--- src/rtl/lpr_pkg.sv ---
package lpr_pkg;

  localparam int FRAME_COUNT = 16;
  localparam int PAGE_BITS   = 16;

  localparam int IDX_W   = (FRAME_COUNT > 1) ? $clog2(FRAME_COUNT) : 1;
  localparam int CNT_W   = $clog2(FRAME_COUNT + 1);

  localparam int CFG_W   = 5;
  localparam int PAGE_W  = 16;
  localparam int SLOT_W  = 4;
  localparam int FAULT_W = 16;

  localparam int IN_DATA_W  = 16;
  localparam int OUT_DATA_W = 24;

  localparam logic [CFG_W-1:0]   CFG_RESET = CFG_W'(16);
  localparam logic [FAULT_W-1:0] FAULT_MAX = '1;

  typedef struct packed {
    logic start;
    logic scan_step;
    logic commit;
  } cmd_t;

  typedef struct packed {
    logic scan_done;
    logic out_busy;
  } status_t;

endpackage

--- src/rtl/lpr_ctrl.sv ---
module lpr_ctrl (
  input  logic             clk,
  input  logic             rst_n,
  input  logic             in_valid,
  output logic             in_ready,
  input  lpr_pkg::status_t status,
  output lpr_pkg::cmd_t    cmd
);

  typedef enum logic [1:0] {
    S_IDLE,
    S_SCAN,
    S_UPDATE
  } state_t;

  state_t state_r, state_nxt;
  logic   in_ready_r;

  always_comb begin
    state_nxt     = state_r;
    cmd.start     = 1'b0;
    cmd.scan_step = 1'b0;
    cmd.commit    = 1'b0;
    unique case (state_r)
      S_IDLE: begin
        if (in_ready_r && in_valid) begin
          cmd.start = 1'b1;
          state_nxt = S_SCAN;
        end
      end
      S_SCAN: begin
        if (status.scan_done) begin
          state_nxt = S_UPDATE;
        end else begin
          cmd.scan_step = 1'b1;
        end
      end
      S_UPDATE: begin
        if (!status.out_busy) begin
          cmd.commit = 1'b1;
          state_nxt  = S_IDLE;
        end
      end
      default: state_nxt = S_IDLE;
    endcase
  end

  always_ff @(posedge clk) begin
    if (!rst_n) begin
      state_r    <= S_IDLE;
      in_ready_r <= 1'b0;
    end else begin
      state_r    <= state_nxt;
      in_ready_r <= (state_nxt == S_IDLE);
    end
  end

  assign in_ready = in_ready_r;

endmodule

--- src/rtl/lpr_dpath.sv ---
module lpr_dpath (
  input  logic                         clk,
  input  logic                         rst_n,
  input  logic                         cfg_we,
  input  logic [lpr_pkg::CFG_W-1:0]    cfg_wdata,
  input  logic [lpr_pkg::PAGE_W-1:0]   in_page,
  input  logic                         in_last,
  input  lpr_pkg::cmd_t                cmd,
  output lpr_pkg::status_t             status,
  input  logic                         out_ready,
  output logic                         out_valid,
  output logic                         out_hit,
  output logic [lpr_pkg::SLOT_W-1:0]   out_slot,
  output logic [lpr_pkg::FAULT_W-1:0]  out_fault,
  output logic                         out_last
);

  localparam int N  = lpr_pkg::FRAME_COUNT;
  localparam int IW = lpr_pkg::IDX_W;
  localparam int CW = lpr_pkg::CNT_W;

  logic [lpr_pkg::CFG_W-1:0]     cfg_r;
  logic [CW-1:0]                 n_act;

  logic [lpr_pkg::PAGE_BITS-1:0] page_mem [N];
  logic [N-1:0]                  valid_r, valid_nxt;
  logic [IW-1:0]                 rank_r [N];
  logic [IW-1:0]                 rank_nxt [N];
  logic [lpr_pkg::FAULT_W-1:0]   faults_r, faults_nxt;

  logic [lpr_pkg::PAGE_BITS-1:0] page_r;
  logic                          last_r;
  logic [CW-1:0]                 idx_r;
  logic                          found_r;
  logic [IW-1:0]                 match_slot_r;
  logic [IW-1:0]                 match_rank_r;
  logic                          empty_found_r;
  logic [IW-1:0]                 empty_slot_r;
  logic [IW-1:0]                 best_slot_r;
  logic [IW-1:0]                 best_rank_r;

  logic                          out_valid_r;
  logic                          out_hit_r;
  logic [lpr_pkg::SLOT_W-1:0]    out_slot_r;
  logic [lpr_pkg::FAULT_W-1:0]   out_fault_r;
  logic                          out_last_r;

  logic [IW-1:0]                 cur;
  logic                          cur_match;
  logic [IW-1:0]                 slot;
  logic [IW-1:0]                 old_rank;
  logic                          age_all;

  always_comb begin
    n_act = CW'(N);
    if (cfg_r == '0) begin
      n_act = CW'(1);
    end else if (int'(cfg_r) < N) begin
      n_act = CW'(cfg_r);
    end
  end

  assign cur       = idx_r[IW-1:0];
  assign cur_match = valid_r[cur] && (page_mem[cur] == page_r);

  assign status.scan_done = found_r || (idx_r == n_act);
  assign status.out_busy  = out_valid_r && !out_ready;

  always_comb begin
    if (found_r) begin
      slot = match_slot_r;
    end else if (empty_found_r) begin
      slot = empty_slot_r;
    end else begin
      slot = best_slot_r;
    end
    old_rank = found_r ? match_rank_r : best_rank_r;
    age_all  = !found_r && empty_found_r;
  end

  always_comb begin
    valid_nxt  = valid_r;
    faults_nxt = faults_r;
    for (int i = 0; i < N; i++) begin
      rank_nxt[i] = rank_r[i];
      if (IW'(i) == slot) begin
        rank_nxt[i] = '0;
      end else if (valid_r[i] && (age_all || rank_r[i] < old_rank)) begin
        rank_nxt[i] = rank_r[i] + IW'(1);
      end
    end
    if (!found_r) begin
      valid_nxt[slot] = 1'b1;
      if (faults_r != lpr_pkg::FAULT_MAX) begin
        faults_nxt = faults_r + lpr_pkg::FAULT_W'(1);
      end
    end
  end

  always_ff @(posedge clk) begin
    if (!rst_n) begin
      cfg_r <= lpr_pkg::CFG_RESET;
    end else if (cfg_we) begin
      cfg_r <= cfg_wdata;
    end
  end

  always_ff @(posedge clk) begin
    if (cmd.commit && !found_r) begin
      page_mem[slot] <= page_r;
    end
  end

  always_ff @(posedge clk) begin
    if (!rst_n) begin
      valid_r  <= '0;
      faults_r <= '0;
      for (int i = 0; i < N; i++) begin
        rank_r[i] <= '0;
      end
    end else if (cmd.commit) begin
      if (last_r) begin
        valid_r  <= '0;
        faults_r <= '0;
        for (int i = 0; i < N; i++) begin
          rank_r[i] <= '0;
        end
      end else begin
        valid_r  <= valid_nxt;
        faults_r <= faults_nxt;
        for (int i = 0; i < N; i++) begin
          rank_r[i] <= rank_nxt[i];
        end
      end
    end
  end

  always_ff @(posedge clk) begin
    if (!rst_n) begin
      idx_r         <= '0;
      found_r       <= 1'b0;
      empty_found_r <= 1'b0;
    end else if (cmd.start) begin
      idx_r         <= '0;
      found_r       <= 1'b0;
      empty_found_r <= 1'b0;
    end else if (cmd.scan_step) begin
      idx_r <= idx_r + CW'(1);
      if (cur_match) begin
        found_r <= 1'b1;
      end
      if (!empty_found_r && !valid_r[cur]) begin
        empty_found_r <= 1'b1;
      end
    end
  end

  always_ff @(posedge clk) begin
    if (cmd.start) begin
      page_r      <= in_page[lpr_pkg::PAGE_BITS-1:0];
      last_r      <= in_last;
      best_slot_r <= '0;
      best_rank_r <= '0;
    end else if (cmd.scan_step) begin
      if (cur_match) begin
        match_slot_r <= cur;
        match_rank_r <= rank_r[cur];
      end
      if (!empty_found_r && !valid_r[cur]) begin
        empty_slot_r <= cur;
      end
      if (rank_r[cur] > best_rank_r) begin
        best_slot_r <= cur;
        best_rank_r <= rank_r[cur];
      end
    end
  end

  always_ff @(posedge clk) begin
    if (!rst_n) begin
      out_valid_r <= 1'b0;
    end else if (cmd.commit) begin
      out_valid_r <= 1'b1;
    end else if (out_ready) begin
      out_valid_r <= 1'b0;
    end
  end

  always_ff @(posedge clk) begin
    if (cmd.commit) begin
      out_hit_r   <= found_r;
      out_slot_r  <= lpr_pkg::SLOT_W'(slot);
      out_fault_r <= faults_nxt;
      out_last_r  <= last_r;
    end
  end

  assign out_valid = out_valid_r;
  assign out_hit   = out_hit_r;
  assign out_slot  = out_slot_r;
  assign out_fault = out_fault_r;
  assign out_last  = out_last_r;

endmodule

--- src/rtl/lru_page_replacement_core.sv ---
// LRU page replacement core.
// Input stream: one word per page reference; in_tdata carries the page
// number, in_tlast marks the final reference of a string.
// Output stream: one word per reference; out_tuser is the hit flag,
// out_tdata holds the frame used and the saturating fault count, out_tlast
// copies in_tlast. After the last reference all frames empty and the count
// clears.
// Config: cfg_data sets the active frame count (0 acts as 1, values above
// the built frame count act as that count); write only while idle.
// Timing: one frame is checked per cycle by a single compare unit; the scan
// ends at a matching frame or after the last active frame, and the next
// word is taken only after the current item is committed to the result
// register.
// The result sits in an output register; if the receiver stalls, the next
// item is still accepted and scanned, and its update waits until the
// register is free.
// Reset: synchronous, active low; all frames empty, count zero, active
// frame count 16. in_tready rises in the cycle after reset is released.
module lru_page_replacement_core (
  input  logic                             clk,
  input  logic                             rst_n,
  input  logic                             cfg_valid,
  output logic                             cfg_ready,
  input  logic [lpr_pkg::CFG_W-1:0]        cfg_data,
  input  logic                             in_tvalid,
  output logic                             in_tready,
  input  logic [lpr_pkg::IN_DATA_W-1:0]    in_tdata,   // [15:0] page_number
  input  logic                             in_tlast,
  output logic                             out_tvalid,
  input  logic                             out_tready,
  output logic [lpr_pkg::OUT_DATA_W-1:0]   out_tdata,  // [3:0] frame_slot, [19:4] fault_count
  output logic                             out_tuser,  // [0] hit
  output logic                             out_tlast
);

  lpr_pkg::cmd_t               cmd;
  lpr_pkg::status_t            status;
  logic [lpr_pkg::SLOT_W-1:0]  slot;
  logic [lpr_pkg::FAULT_W-1:0] fault;

  assign cfg_ready = 1'b1;

  lpr_ctrl u_ctrl (
    .clk      (clk),
    .rst_n    (rst_n),
    .in_valid (in_tvalid),
    .in_ready (in_tready),
    .status   (status),
    .cmd      (cmd)
  );

  lpr_dpath u_dpath (
    .clk       (clk),
    .rst_n     (rst_n),
    .cfg_we    (cfg_valid),
    .cfg_wdata (cfg_data),
    .in_page   (in_tdata[lpr_pkg::PAGE_W-1:0]),
    .in_last   (in_tlast),
    .cmd       (cmd),
    .status    (status),
    .out_ready (out_tready),
    .out_valid (out_tvalid),
    .out_hit   (out_tuser),
    .out_slot  (slot),
    .out_fault (fault),
    .out_last  (out_tlast)
  );

  assign out_tdata = {
    (lpr_pkg::OUT_DATA_W - lpr_pkg::FAULT_W - lpr_pkg::SLOT_W)'(0), fault, slot};

  a_busy_after_accept: assert property (@(posedge clk) disable iff (!rst_n)
    in_tvalid && in_tready |=> !in_tready)
    else $error("input accepted while an item is in flight");

  a_result_after_work: assert property (@(posedge clk) disable iff (!rst_n)
    $rose(out_tvalid) |-> !$past(in_tready))
    else $error("result appeared without a scan in progress");

  a_miss_counts: assert property (@(posedge clk) disable iff (!rst_n)
    out_tvalid && !out_tuser |-> fault != '0)
    else $error("miss reported with zero fault count");

endmodule
--- config.mk ---
export PLATFORM = sky130hd
export DESIGN_NAME = lru_page_replacement_core
export DESIGN_NICKNAME = d
export VERILOG_FILES = /design/src/rtl/lpr_pkg.sv /design/src/rtl/lpr_ctrl.sv /design/src/rtl/lpr_dpath.sv /design/src/rtl/lru_page_replacement_core.sv
export SDC_FILE = /design/constraint.sdc
export NUM_CORES = 1
export LEC_CHECK = 0
export ABC_AREA = 1
export BUFFER_PORTS_ARGS = -buffer_cell sky130_fd_sc_hd__buf_2
export CAP_MARGIN = 10
export CORE_ASPECT_RATIO = 1.5
export CORE_MARGIN = 5
export CORE_UTILIZATION = 40
export DETAILED_ROUTE_END_ITERATION = 7
export HOLD_SLACK_MARGIN = 0.05
export PLACE_DENSITY = 0.54
export SYNTH_ARGS = -nofsm -noshare
export SYNTH_HDL_FRONTEND = slang
export SYNTH_SLANG_ARGS = --single-unit
--- constraint.sdc ---
create_clock -name clk -period 5.62 [get_ports clk]
set_clock_uncertainty 0.05 [all_clocks]
set_input_delay 1.124 -clock clk [delete_from_list [all_inputs] [get_ports clk]]
set_output_delay 1.124 -clock clk [all_outputs]
set_load 0.01 [all_outputs]
==> impl_metrics.yaml, run 1 <==
worst_setup_path:
  timing.critical_path.required_ns: 5.76
  crit_path_end: "u_dpath.match_slot_r[1]"
  cp-end-kind: "register"
  worst-r2r-cell-count: 13
  timing.reg2reg.setup_slack_ns: 2.11
  cp_data_arrival_time_ns: 3.66
  worst-setup-path-type: "register to register"
  max_fanout_on_critical_path: 37
  cp-start-kind: "register"
  critical_path.reg2reg.endpoint: "u_dpath.match_slot_r[1]"
clocking:
  cts-root-buf: "sky130_fd_sc_hd__clkbuf_16"
  holdBufCountCts: 0
  tritoncts: "done"
  cts_inserted_buffers: 44
  count_of_instances_resized_after_the_clock_tree_is_built: 0
  clk_latency_ns: 0.56
  htree_levels: 2
  cts_post_setup_buffers_inserted: 0
  clkSlewWorstSetupHoldPaths_ns: 0.06
  tritoncts_num_sinks: 431
  cts_buffer_depth: 3
power:
  p_per_area_nw_per_um2: 331
  p_total_mw: 7.47
  cellInternalPower_mw: 5.50
  combinationalPowerShare_pct: 13.5
  leakagePower_nw: 8.60
  power.switching_mw: 1.97
  part_of_the_total_power_dissipated_in_sequential_elements_pct: 48.1
  power.switching_fraction_pct: 26.4
  power.ir.vdd_worst_v: 0.000245
  p_clk_share_pct: 38.4
final_layout:
  layout.filler_cells: 4773
  seq_area_um2: 12300
  num_antenna_cells: 0
  layout_common_cells: "sky130_fd_sc_hd__nand2_1, sky130_fd_sc_hd__edfxtp_1, sky130_fd_sc_hd__nor2_1"
  drive_above_1_share_pct: 9.29
  design.final.nets: 2164
  area.growth.synth_to_final_pct: 11.5
  most_common_cell_after_layout_fill_and_taps_aside: "sky130_fd_sc_hd__nand2_1"
  area_of_the_multi_input_gates_um2: 6780
timing:
  slew_viol_final: 0
  finalHoldViolCount: 0
  period_share_pct: 62.5
  fin_crit_ns: 3.51
  totalNegativeSetupSlack_ns: 0
  slew_headroom_pct: 26.8
  timing_worst_slew_pin_value_ns: 1.10
  setup_repair_after_global_routing_missed_its_margin: "no"
  finalHoldWorstSlack_ns: 0.414
  final-setup-viol-count: 0
  max_clock_freq_ghz: 0.285
global_routing:
  grt_start_max_net_pins: 178
  grt_pass1_wl_um: 81500
  antenna_found_initial: 0
  globalRouteOverflowTotal: 0
  first_global_vias: 14263
  groute.usage.overall_pct: 18.9
status:
  outcome: "completed"
routing:
  route.detailed.drc: 0
  postRouteWirelength_um: 53600
  drt_pass_1_iters: 6
  routed-via-count: 14263
  vias_per_cell: 5.15
  postRouteAntennaNets: 0
  drt-wirelength-per-cell_um: 19.3
  drt_iter0_drc: 851
synth:
  synth_area_um2: 20200
  synth_warnings: 0
  synthDistinctLibCells: 38
  syn-mean-instance-area_um2: 10.0
  synth_seq_area_share_pct: 60.8
  synthCells: 2015
  yosys_register_bits: 431
  yosysTopAreaCell: "sky130_fd_sc_hd__edfxtp_1"
  synthTopCellsByArea: "sky130_fd_sc_hd__edfxtp_1, sky130_fd_sc_hd__nand2_1, sky130_fd_sc_hd__dfxtp_1, sky130_fd_sc_hd__nor2_1, sky130_fd_sc_hd__ha_1"
  netlist.area_leader.share_pct: 54.4
floorplanning:
  floorplan.io_pins: 56
  die_span_in_x_um: 194
  chipHeight_um: 286
  design.core.area_um2: 50400
  start_util_pct: 40.1
  fp-row-count: 101
  design.die.area_um2: 55300
job:
  cap_viol_max_count: 0
place:
  detailedPlacementHpwl_um: 34100
  port_buffers: 50
  gpl.final_weighted_congestion: 0.809
hold_path:
  holdCritPathClass: "register to register"
logic make-up (layout without fill, tap and decap cells):
| logic type | after synthesis | in the layout | share of synthesized area [%] |
|---|---|---|---|
| AO/OA/AOI/OAI | 312 | 312 | 8.74 |
| XOR/XNOR | 45 | 45 | 1.95 |
| other | 2 | 5 | 0.0371 |
| flip-flops | 431 | 431 | 60.8 |
| AND/OR/NAND/NOR | 879 | 879 | 18.0 |
| adder cells (fa/ha/maj) | 70 | 70 | 4.33 |
| buffers and inverters | 276 | 358 | 6.19 |
synthesized netlist by cell type:
library cell / instances
sky130_fd_sc_hd__nand3_2: 2
sky130_fd_sc_hd__buf_2: 27
sky130_fd_sc_hd__a21oi_1: 95
sky130_fd_sc_hd__nand3_1: 162
sky130_fd_sc_hd__inv_2: 17
sky130_fd_sc_hd__nor2_4: 3
sky130_fd_sc_hd__xnor2_1: 18
sky130_fd_sc_hd__a22o_1: 1
sky130_fd_sc_hd__nor2_1: 269
sky130_fd_sc_hd__nand4_1: 9
sky130_fd_sc_hd__or2_1: 1
sky130_fd_sc_hd__nor3_1: 28
sky130_fd_sc_hd__and3_1: 1
sky130_fd_sc_hd__o21ai_1: 37
sky130_fd_sc_hd__buf_4: 12
sky130_fd_sc_hd__o22ai_1: 15
sky130_fd_sc_hd__inv_1: 175
sky130_fd_sc_hd__ha_1: 70
sky130_fd_sc_hd__or2_2: 1
sky130_fd_sc_hd__dfxtp_1: 64
sky130_fd_sc_hd__o21ai_0: 95
sky130_fd_sc_hd__nor2_2: 2
sky130_fd_sc_hd__inv_4: 1
sky130_fd_sc_hd__clkbuf_1: 23
sky130_fd_sc_hd__xor2_1: 27
sky130_fd_sc_hd__conb_1: 2
sky130_fd_sc_hd__and2_1: 4
sky130_fd_sc_hd__buf_6: 18
sky130_fd_sc_hd__nand2_1: 389
sky130_fd_sc_hd__edfxtp_1: 367
sky130_fd_sc_hd__clkinv_1: 1
sky130_fd_sc_hd__buf_1: 2
sky130_fd_sc_hd__o211ai_1: 44
sky130_fd_sc_hd__o21ai_2: 1
sky130_fd_sc_hd__o21a_1: 15
sky130_fd_sc_hd__nor4_1: 3
sky130_fd_sc_hd__o221ai_1: 9
sky130_fd_sc_hd__nand3b_1: 5
state kept, by name (all words and copies together), names as in the netlist, named ones only:
register / count
u_ctrl.in_ready: 1
u_ctrl.state_r: 2
u_dpath.best_rank_r: 4
u_dpath.best_slot_r: 4
u_dpath.cfg_r: 5
u_dpath.empty_found_r: 1
u_dpath.empty_slot_r: 4
u_dpath.faults_r: 16
u_dpath.found_r: 1
u_dpath.idx_r: 5
u_dpath.last_r: 1
u_dpath.match_rank_r: 4
u_dpath.match_slot_r: 4
u_dpath.out_fault: 16
u_dpath.out_hit: 1
u_dpath.out_last: 1
u_dpath.out_slot: 4
u_dpath.out_valid: 1
u_dpath.page_mem: 256
u_dpath.page_r: 16
u_dpath.rank_r: 64
u_dpath.valid_r: 16
metal layers:
metal | routed length [um] | GRT usage (%)
met4 | 2080 | 7.24
met2 | 28700 | 36.2
met5 | 0 | 0
met1 | 20800 | 21.3
met3 | 1990 | 2.18
critical path: stages (launching register included):
cell and delay (ns):
sky130_fd_sc_hd__dfxtp_2 0.34, sky130_fd_sc_hd__clkinv_2 0.48, sky130_fd_sc_hd__buf_4 0.51, sky130_fd_sc_hd__nor2_1 0.16, sky130_fd_sc_hd__o21ai_1 0.08, sky130_fd_sc_hd__nand3_1 0.11, sky130_fd_sc_hd__nand3_1 0.16, sky130_fd_sc_hd__nand2_1 0.10
sky130_fd_sc_hd__nand2_1 0.05, sky130_fd_sc_hd__nand2_1 0.20, sky130_fd_sc_hd__nand2_1 0.09, sky130_fd_sc_hd__nor2_1 0.13, sky130_fd_sc_hd__nand3_1 0.09, sky130_fd_sc_hd__nor2_1 0.58
worst min path at each step:
| stage | start | end | slack (ns) | cells past startpoint |
|---|---|---|---|---|
| after floorplan | u_dpath.best_slot_r[0] | u_dpath.best_slot_r[0] | 0.38 | 2 |
| after global placement | u_dpath.best_slot_r[1] | u_dpath.best_slot_r[1] | 0.40 | 2 |
| after detailed placement | u_dpath.best_slot_r[2] | u_dpath.best_slot_r[2] | 0.41 | 2 |
| after CTS | u_dpath.best_slot_r[2] | u_dpath.best_slot_r[2] | 0.42 | 2 |
| after global routing | u_dpath.best_slot_r[2] | u_dpath.best_slot_r[2] | 0.44 | 2 |
| final | u_dpath.best_slot_r[2] | u_dpath.best_slot_r[2] | 0.41 | 2 |
cell type report:
type | count | area share [%]
Sequential cell | 431 | 54.5
Multi-Input combinational cell | 1311 | 30.0
Clock buffer | 59 | 5.35
Tap cell | 669 | 3.71
Inverter | 194 | 3.25
Timing Repair Buffer | 85 | 2.33
Clock inverter | 20 | 0.837
power by group through the flow:
stage | logic [mW] | registers, mW | clock network (mW)
floorplan | 0.711 | 3.63 | 0
global placement | 0.988 | 3.66 | 0
detailed placement | 1.01 | 3.66 | 0
CTS | 1.02 | 3.60 | 2.94
global route | 1.13 | 3.60 | 3.08
finish | 1.01 | 3.60 | 2.87
metrics by stage:
step | cell area [um^2] | instances | utilization, % | worst slack, ns
6_report | 22600 | 2769 | 44.8 | 2.11
5_1_grt | 22600 | 2769 | 44.8 | 1.83
2_1_floorplan | 20300 | 2018 | - | 1.84
3_5_place_dp | 21200 | 2690 | 42.0 | 1.79
3_3_place_gp | 21200 | 2690 | 42.0 | 1.84
4_1_cts | 22600 | 2769 | 44.8 | 2.03
Power figures use the tool's default switching activity.
==> run 2: changes to the inputs <==
==> constraint.sdc (replaced) <==
create_clock -name clk -period 3.4 [get_ports clk]
set_clock_uncertainty 0.05 [all_clocks]
set_input_delay 0.68 -clock clk [delete_from_list [all_inputs] [get_ports clk]]
set_output_delay 0.68 -clock clk [all_outputs]
set_load 0.01 [all_outputs]
==> run 2 against run 1 <==
  * Setup slack lost 1.8 ns
  * Register-to-register slack worse by 1.8 ns
  * Critical path depth unchanged
  * Critical endpoint unchanged
  * Flip-flop and latch count is the same
  * Utilization is 0.45 points higher
  * Routed wire length up 2.0%
==> impl_metrics.yaml, run 2 (synthesis gave the netlist of run 1 again) <==
job:
  cap_viol_max_count: 0
final_layout:
  most_common_cell_after_layout_fill_and_taps_aside: "sky130_fd_sc_hd__nand2_1"
  largest_registers: "u_dpath.page_mem: 256 flops, u_dpath.rank_r: 64 flops"
  num_antenna_cells: 0
  design.final.nets: 2188
  largest_register: "u_dpath.page_mem"
  area.growth.synth_to_final_pct: 12.7
  layoutNonFillerInstCount: 2794
  drive_above_1_share_pct: 10.3
  layout_common_cells: "sky130_fd_sc_hd__nand2_1, sky130_fd_sc_hd__edfxtp_1, sky130_fd_sc_hd__nor2_1"
  layout.filler_cells: 4767
  largest_register_ffs: 256
worst_setup_path:
  cp-end-kind: "register"
  max_fanout_on_critical_path: 69
  timing.critical_path.required_ns: 3.60
  worst-setup-path-type: "register to register"
  cp_data_arrival_time_ns: 3.26
  cp-start-kind: "register"
routing:
  postRouteAntennaNets: 0
  route.detailed.drc: 0
  drt_iter0_drc: 955
  postRouteWirelength_um: 54600
  drt_pass_1_iters: 5
  drt-wirelength-per-cell_um: 19.6
  vias_per_cell: 5.21
  routed-via-count: 14564
timing:
  slew_viol_final: 0
  setup_repair_after_global_routing_missed_its_margin: "no"
  period_share_pct: 89.7
  final-setup-viol-count: 0
  finalHoldViolCount: 0
  max_clock_freq_ghz: 0.328
  fin_crit_ns: 3.05
  timing.final.ws_setup_ns: 0.350
  slew_headroom_pct: 39.6
  finalHoldWorstSlack_ns: 0.250
  timing_worst_slew_pin_value_ns: 0.904
  totalNegativeSetupSlack_ns: 0
clocking:
  cts_buffer_depth: 3
  htree_levels: 2
  clkSlewWorstSetupHoldPaths_ns: 0.06
  count_of_instances_resized_after_the_clock_tree_is_built: 0
  holdBufCountCts: 0
  cts_inserted_buffers: 45
  clk_latency_ns: 0.56
  cts-root-buf: "sky130_fd_sc_hd__clkbuf_16"
  tritoncts_num_sinks: 431
  tritoncts: "done"
  cts_post_setup_buffers_inserted: 0
floorplanning:
  design.die.area_um2: 55300
  chipHeight_um: 286
  floorplan.io_pins: 56
  start_util_pct: 40.1
  fp-row-count: 101
  die_span_in_x_um: 194
  design.core.area_um2: 50400
global_routing:
  grt_pass1_wl_um: 83100
  antenna_found_initial: 0
  first_global_vias: 14518
  grt_start_max_net_pins: 70
  globalRouteOverflowTotal: 0
  groute.usage.overall_pct: 19.2
place:
  place.detailed.instances: 2713
  port_buffers: 50
  gpl.final_weighted_congestion: 0.835
  detailedPlacementHpwl_um: 35000
  dp_worst_setup_slack_ns: 0.333
power:
  leakagePower_nw: 8.73
  power.ir.vdd_worst_v: 0.000330
  p_per_area_nw_per_um2: 544
status:
  outcome: "completed"
hold_path:
  holdCritPathClass: "input port to register"
==> run 2: cell type report <==
type                       instances  area (um^2)  area share, %
sequential                       431        12300           54.0
multi-input combinational       1311         6780           29.7
clock buffer                      61         1240           5.43
tap                              669          837           3.67
timing repair buffer             108          736           3.23
inverter                         194          731           3.20
clock inverter                    20          178          0.779
==> run 2: through the flow <==
stage	utilization, %	power, mW	instance area (um^2)
final	45.2	12.4	22800
after global routing	45.2	13.0	22800
after CTS	45.2	12.6	22800
after detailed placement	42.4	7.74	21400
after global placement	42.4	7.69	21400
after floorplan	-	7.18	20300
==> run 2: layer usage <==
metal	track usage [%]	up-vias	share of wire (%)
met2	35.9	383	53
met4	8.86	0	4.6
li1	-	7037	-
met3	2.47	144	4.1
met1	21.8	7000	39
met5	0	-	0
==> run 2: worst paths after layout <==
path	start	to	slack (ns)	cells after the start
setup / recovery	register	u_dpath.match_slot_r[1]	0.35	13
hold / removal	in_tdata[15]	u_dpath.page_r[15]	0.25	1
setup reg to reg	register	u_dpath.match_slot_r[1]	0.35	13
hold reg to reg	u_dpath.best_slot_r[1]	u_dpath.best_slot_r[1]	0.41	2
==> run 2: critical path: stages (launching register included) <==
cell and delay [ns]:
sky130_fd_sc_hd__dfxtp_4 0.55, sky130_fd_sc_hd__buf_12 0.33, sky130_fd_sc_hd__buf_4 0.40, sky130_fd_sc_hd__nor2_1 0.09, sky130_fd_sc_hd__nor2_1 0.08, sky130_fd_sc_hd__o21ai_0 0.08, sky130_fd_sc_hd__nand3_1 0.09, sky130_fd_sc_hd__nand3_1 0.09
sky130_fd_sc_hd__nand3_1 0.11, sky130_fd_sc_hd__nand2_1 0.11, sky130_fd_sc_hd__nor3_1 0.20, sky130_fd_sc_hd__nand3_1 0.11, sky130_fd_sc_hd__nor2_1 0.19, sky130_fd_sc_hd__buf_4 0.23
==> run 2: report_power, final <==
| part | switching [mW] | total (mW) | internal [mW] |
|---|---|---|---|
| Sequential | 0.109 | 5.93 | 5.83 |
| Clock | 2.01 | 4.79 | 2.78 |
| Combinational | 1.13 | 1.69 | 0.561 |
| Total | 3.25 | 12.4 | 9.17 |
==> run 3: changes to the inputs <==
--- a/config.mk
+++ b/config.mk
@@ -14,6 +14,7 @@
 export DETAILED_ROUTE_END_ITERATION = 7
 export HOLD_SLACK_MARGIN = 0.05
 export PLACE_DENSITY = 0.54
+export REMOVE_ABC_BUFFERS = 1
 export SYNTH_ARGS = -nofsm -noshare
 export SYNTH_HDL_FRONTEND = slang
 export SYNTH_SLANG_ARGS = --single-unit
==> run 3 against run 2 <==
  * Register-to-register slack better by 0.05 ns
  * Critical endpoint is now u_dpath.best_rank_r[2]
  * Cell count up 0.32%
  * Count of clock-buffer cells in the layout up 2
  * Design area up 0.35%
  * Largest power group unchanged
  * Routed wire length down 0.91%
==> impl_metrics.yaml, run 3 (synthesis gave the netlist of run 1 again) <==
floorplanning:
  floorplan.io_pins: 56
  fp-row-count: 101
  start_util_pct: 40.1
  die_span_in_x_um: 194
  design.die.area_um2: 55300
  chipHeight_um: 286
  design.core.area_um2: 50400
routing:
  routed-wl-met3_um: 2280
  drt_iter0_drc: 873
  postRouteAntennaNets: 0
  postRouteWirelength_um: 54200
  detailroute.wirelength.met2_um: 28300
  maxUsedRoutingLayer: "met4"
  drt_pass_1_iters: 5
  vias_per_cell: 5.18
  route.detailed.drc: 0
  wirelength_met1_um: 21100
  routed-via-count: 14521
  drt-wirelength-per-cell_um: 19.3
clocking:
  clkSlewWorstSetupHoldPaths_ns: 0.06
  cts_post_setup_buffers_inserted: 0
  cts-root-buf: "sky130_fd_sc_hd__clkbuf_16"
  holdBufCountCts: 0
  count_of_instances_resized_after_the_clock_tree_is_built: 0
  cts_buffer_depth: 3
  tritoncts: "done"
  tritoncts_num_sinks: 431
  cts_inserted_buffers: 45
  htree_levels: 2
  clk_latency_ns: 0.56
worst_setup_path:
  timing.critical_path.required_ns: 3.80
  timing.reg2reg.setup_slack_ns: 0.40
  cp-end-kind: "register"
  worst-r2r-cell-count: 12
  critical_path.reg2reg.endpoint: "u_dpath.best_rank_r[2]"
  cp-start-kind: "register"
  cp_data_arrival_time_ns: 3.39
  max_fanout_on_critical_path: 42
  worst-setup-path-type: "register to register"
  crit_path_end: "u_dpath.best_rank_r[2]"
power:
  leakagePower_nw: 8.78
  power.ir.vdd_worst_v: 0.000446
  p_per_area_nw_per_um2: 546
global_routing:
  groute.usage.overall_pct: 19.1
  grt_start_max_net_pins: 106
  antenna_found_initial: 0
  globalRouteOverflowTotal: 0
  grt_pass1_wl_um: 83100
  first_global_vias: 14475
timing:
  finalHoldViolCount: 0
  finalHoldWorstSlack_ns: 0.242
  timing.final.ws_setup_ns: 0.403
  slew_headroom_pct: 37.6
  slew_viol_final: 0
  final-setup-viol-count: 0
  setup_repair_after_global_routing_missed_its_margin: "no"
  period_share_pct: 88.1
  fin_crit_ns: 3.00
  timing_worst_slew_pin_value_ns: 0.934
  totalNegativeSetupSlack_ns: 0
  max_clock_freq_ghz: 0.334
final_layout:
  largest_register_ffs: 256
  layout.filler_cells: 4741
  largest_register: "u_dpath.page_mem"
  design.final.nets: 2195
  layout_common_cells: "sky130_fd_sc_hd__nand2_1, sky130_fd_sc_hd__edfxtp_1, sky130_fd_sc_hd__nor2_1"
  most_common_cell_after_layout_fill_and_taps_aside: "sky130_fd_sc_hd__nand2_1"
  layoutNonFillerInstCount: 2803
  area.growth.synth_to_final_pct: 13.0
  largest_registers: "u_dpath.page_mem: 256 flops, u_dpath.rank_r: 64 flops"
  num_antenna_cells: 0
  drive_above_1_share_pct: 10.6
place:
  dp_worst_setup_slack_ns: 0.447
  detailedPlacementHpwl_um: 34900
  place.detailed.instances: 2720
  port_buffers: 50
  gpl.final_weighted_congestion: 0.837
job:
  cap_viol_max_count: 0
hold_path:
  holdCritPathClass: "input port to register"
status:
  outcome: "completed"
## run 3: changes by cell type in the layout (fill, tap and decap cells not counted), moves of 2 or more
cell	before	now
sky130_fd_sc_hd__clkinv_1	4	7
sky130_fd_sc_hd__clkbuf_8	1	5
sky130_fd_sc_hd__clkinv_2	12	7
sky130_fd_sc_hd__clkbuf_1	13	11
sky130_fd_sc_hd__buf_4	54	62
## run 3: area by class of cell
type,count,area (um^2),share of cell area (%)
Clock buffer,63,1290,5.62
Clock inverter,20,168,0.733
Inverter,194,732,3.20
Multi-Input combinational cell,1311,6780,29.6
Sequential cell,431,12300,53.8
Tap cell,669,837,3.66
Timing Repair Buffer,115,776,3.39
## run 3: per-stage QoR
step           power, mW  cell area, um^2  util, %
2_1_floorplan       7.13            19700        -
3_3_place_gp        7.69            21400     42.5
3_5_place_dp        7.74            21400     42.5
4_1_cts             12.6            22900     45.4
5_1_grt             13.1            22900     45.4
6_report            12.5            22900     45.4
## run 3: worst min path at each step
stage                                       from                endpoint  slack [ns]  depth (start not counted)
after floorplan           u_dpath.best_slot_r[0]  u_dpath.best_slot_r[0]        0.38                          2
after global placement    u_dpath.best_slot_r[3]  u_dpath.best_slot_r[3]        0.40                          2
after detailed placement  u_dpath.best_slot_r[0]  u_dpath.best_slot_r[0]        0.40                          2
after CTS                           in_tdata[14]      u_dpath.page_r[14]        0.21                          1
after global routing                in_tdata[14]      u_dpath.page_r[14]        0.21                          1
final                               in_tdata[14]      u_dpath.page_r[14]        0.24                          1
## run 3: where the power goes
group / internal, mW / switching, mW / leakage, nW
registers: 5.82 / 0.0994 / 3.92
logic: 0.559 / 1.15 / 4.15
clock network: 2.80 / 2.06 / 0.710
total: 9.19 / 3.31 / 8.78
## run 3: routing by layer
| layer | global-route usage (%) | vias up |
|---|---|---|
| li1 | - | 7060 |
| met1 | 21.8 | 6932 |
| met2 | 35.8 | 384 |
| met3 | 2.47 | 145 |
| met4 | 7.95 | 0 |
| met5 | 0 | - |
## run 3: critical path, cell delays in order (launching register included)
cell	delay (ns)
sky130_fd_sc_hd__dfxtp_4	0.48
sky130_fd_sc_hd__inv_4	0.21
sky130_fd_sc_hd__buf_4	0.26
sky130_fd_sc_hd__o21ai_0	0.18
sky130_fd_sc_hd__o22ai_1	0.14
sky130_fd_sc_hd__o211ai_1	0.21
sky130_fd_sc_hd__nand2_1	0.14
sky130_fd_sc_hd__ha_1	0.34
sky130_fd_sc_hd__a21oi_1	0.06
sky130_fd_sc_hd__o21ai_0	0.19
sky130_fd_sc_hd__nand3_2	0.29
sky130_fd_sc_hd__o21ai_0	0.25
sky130_fd_sc_hd__a21oi_1	0.06
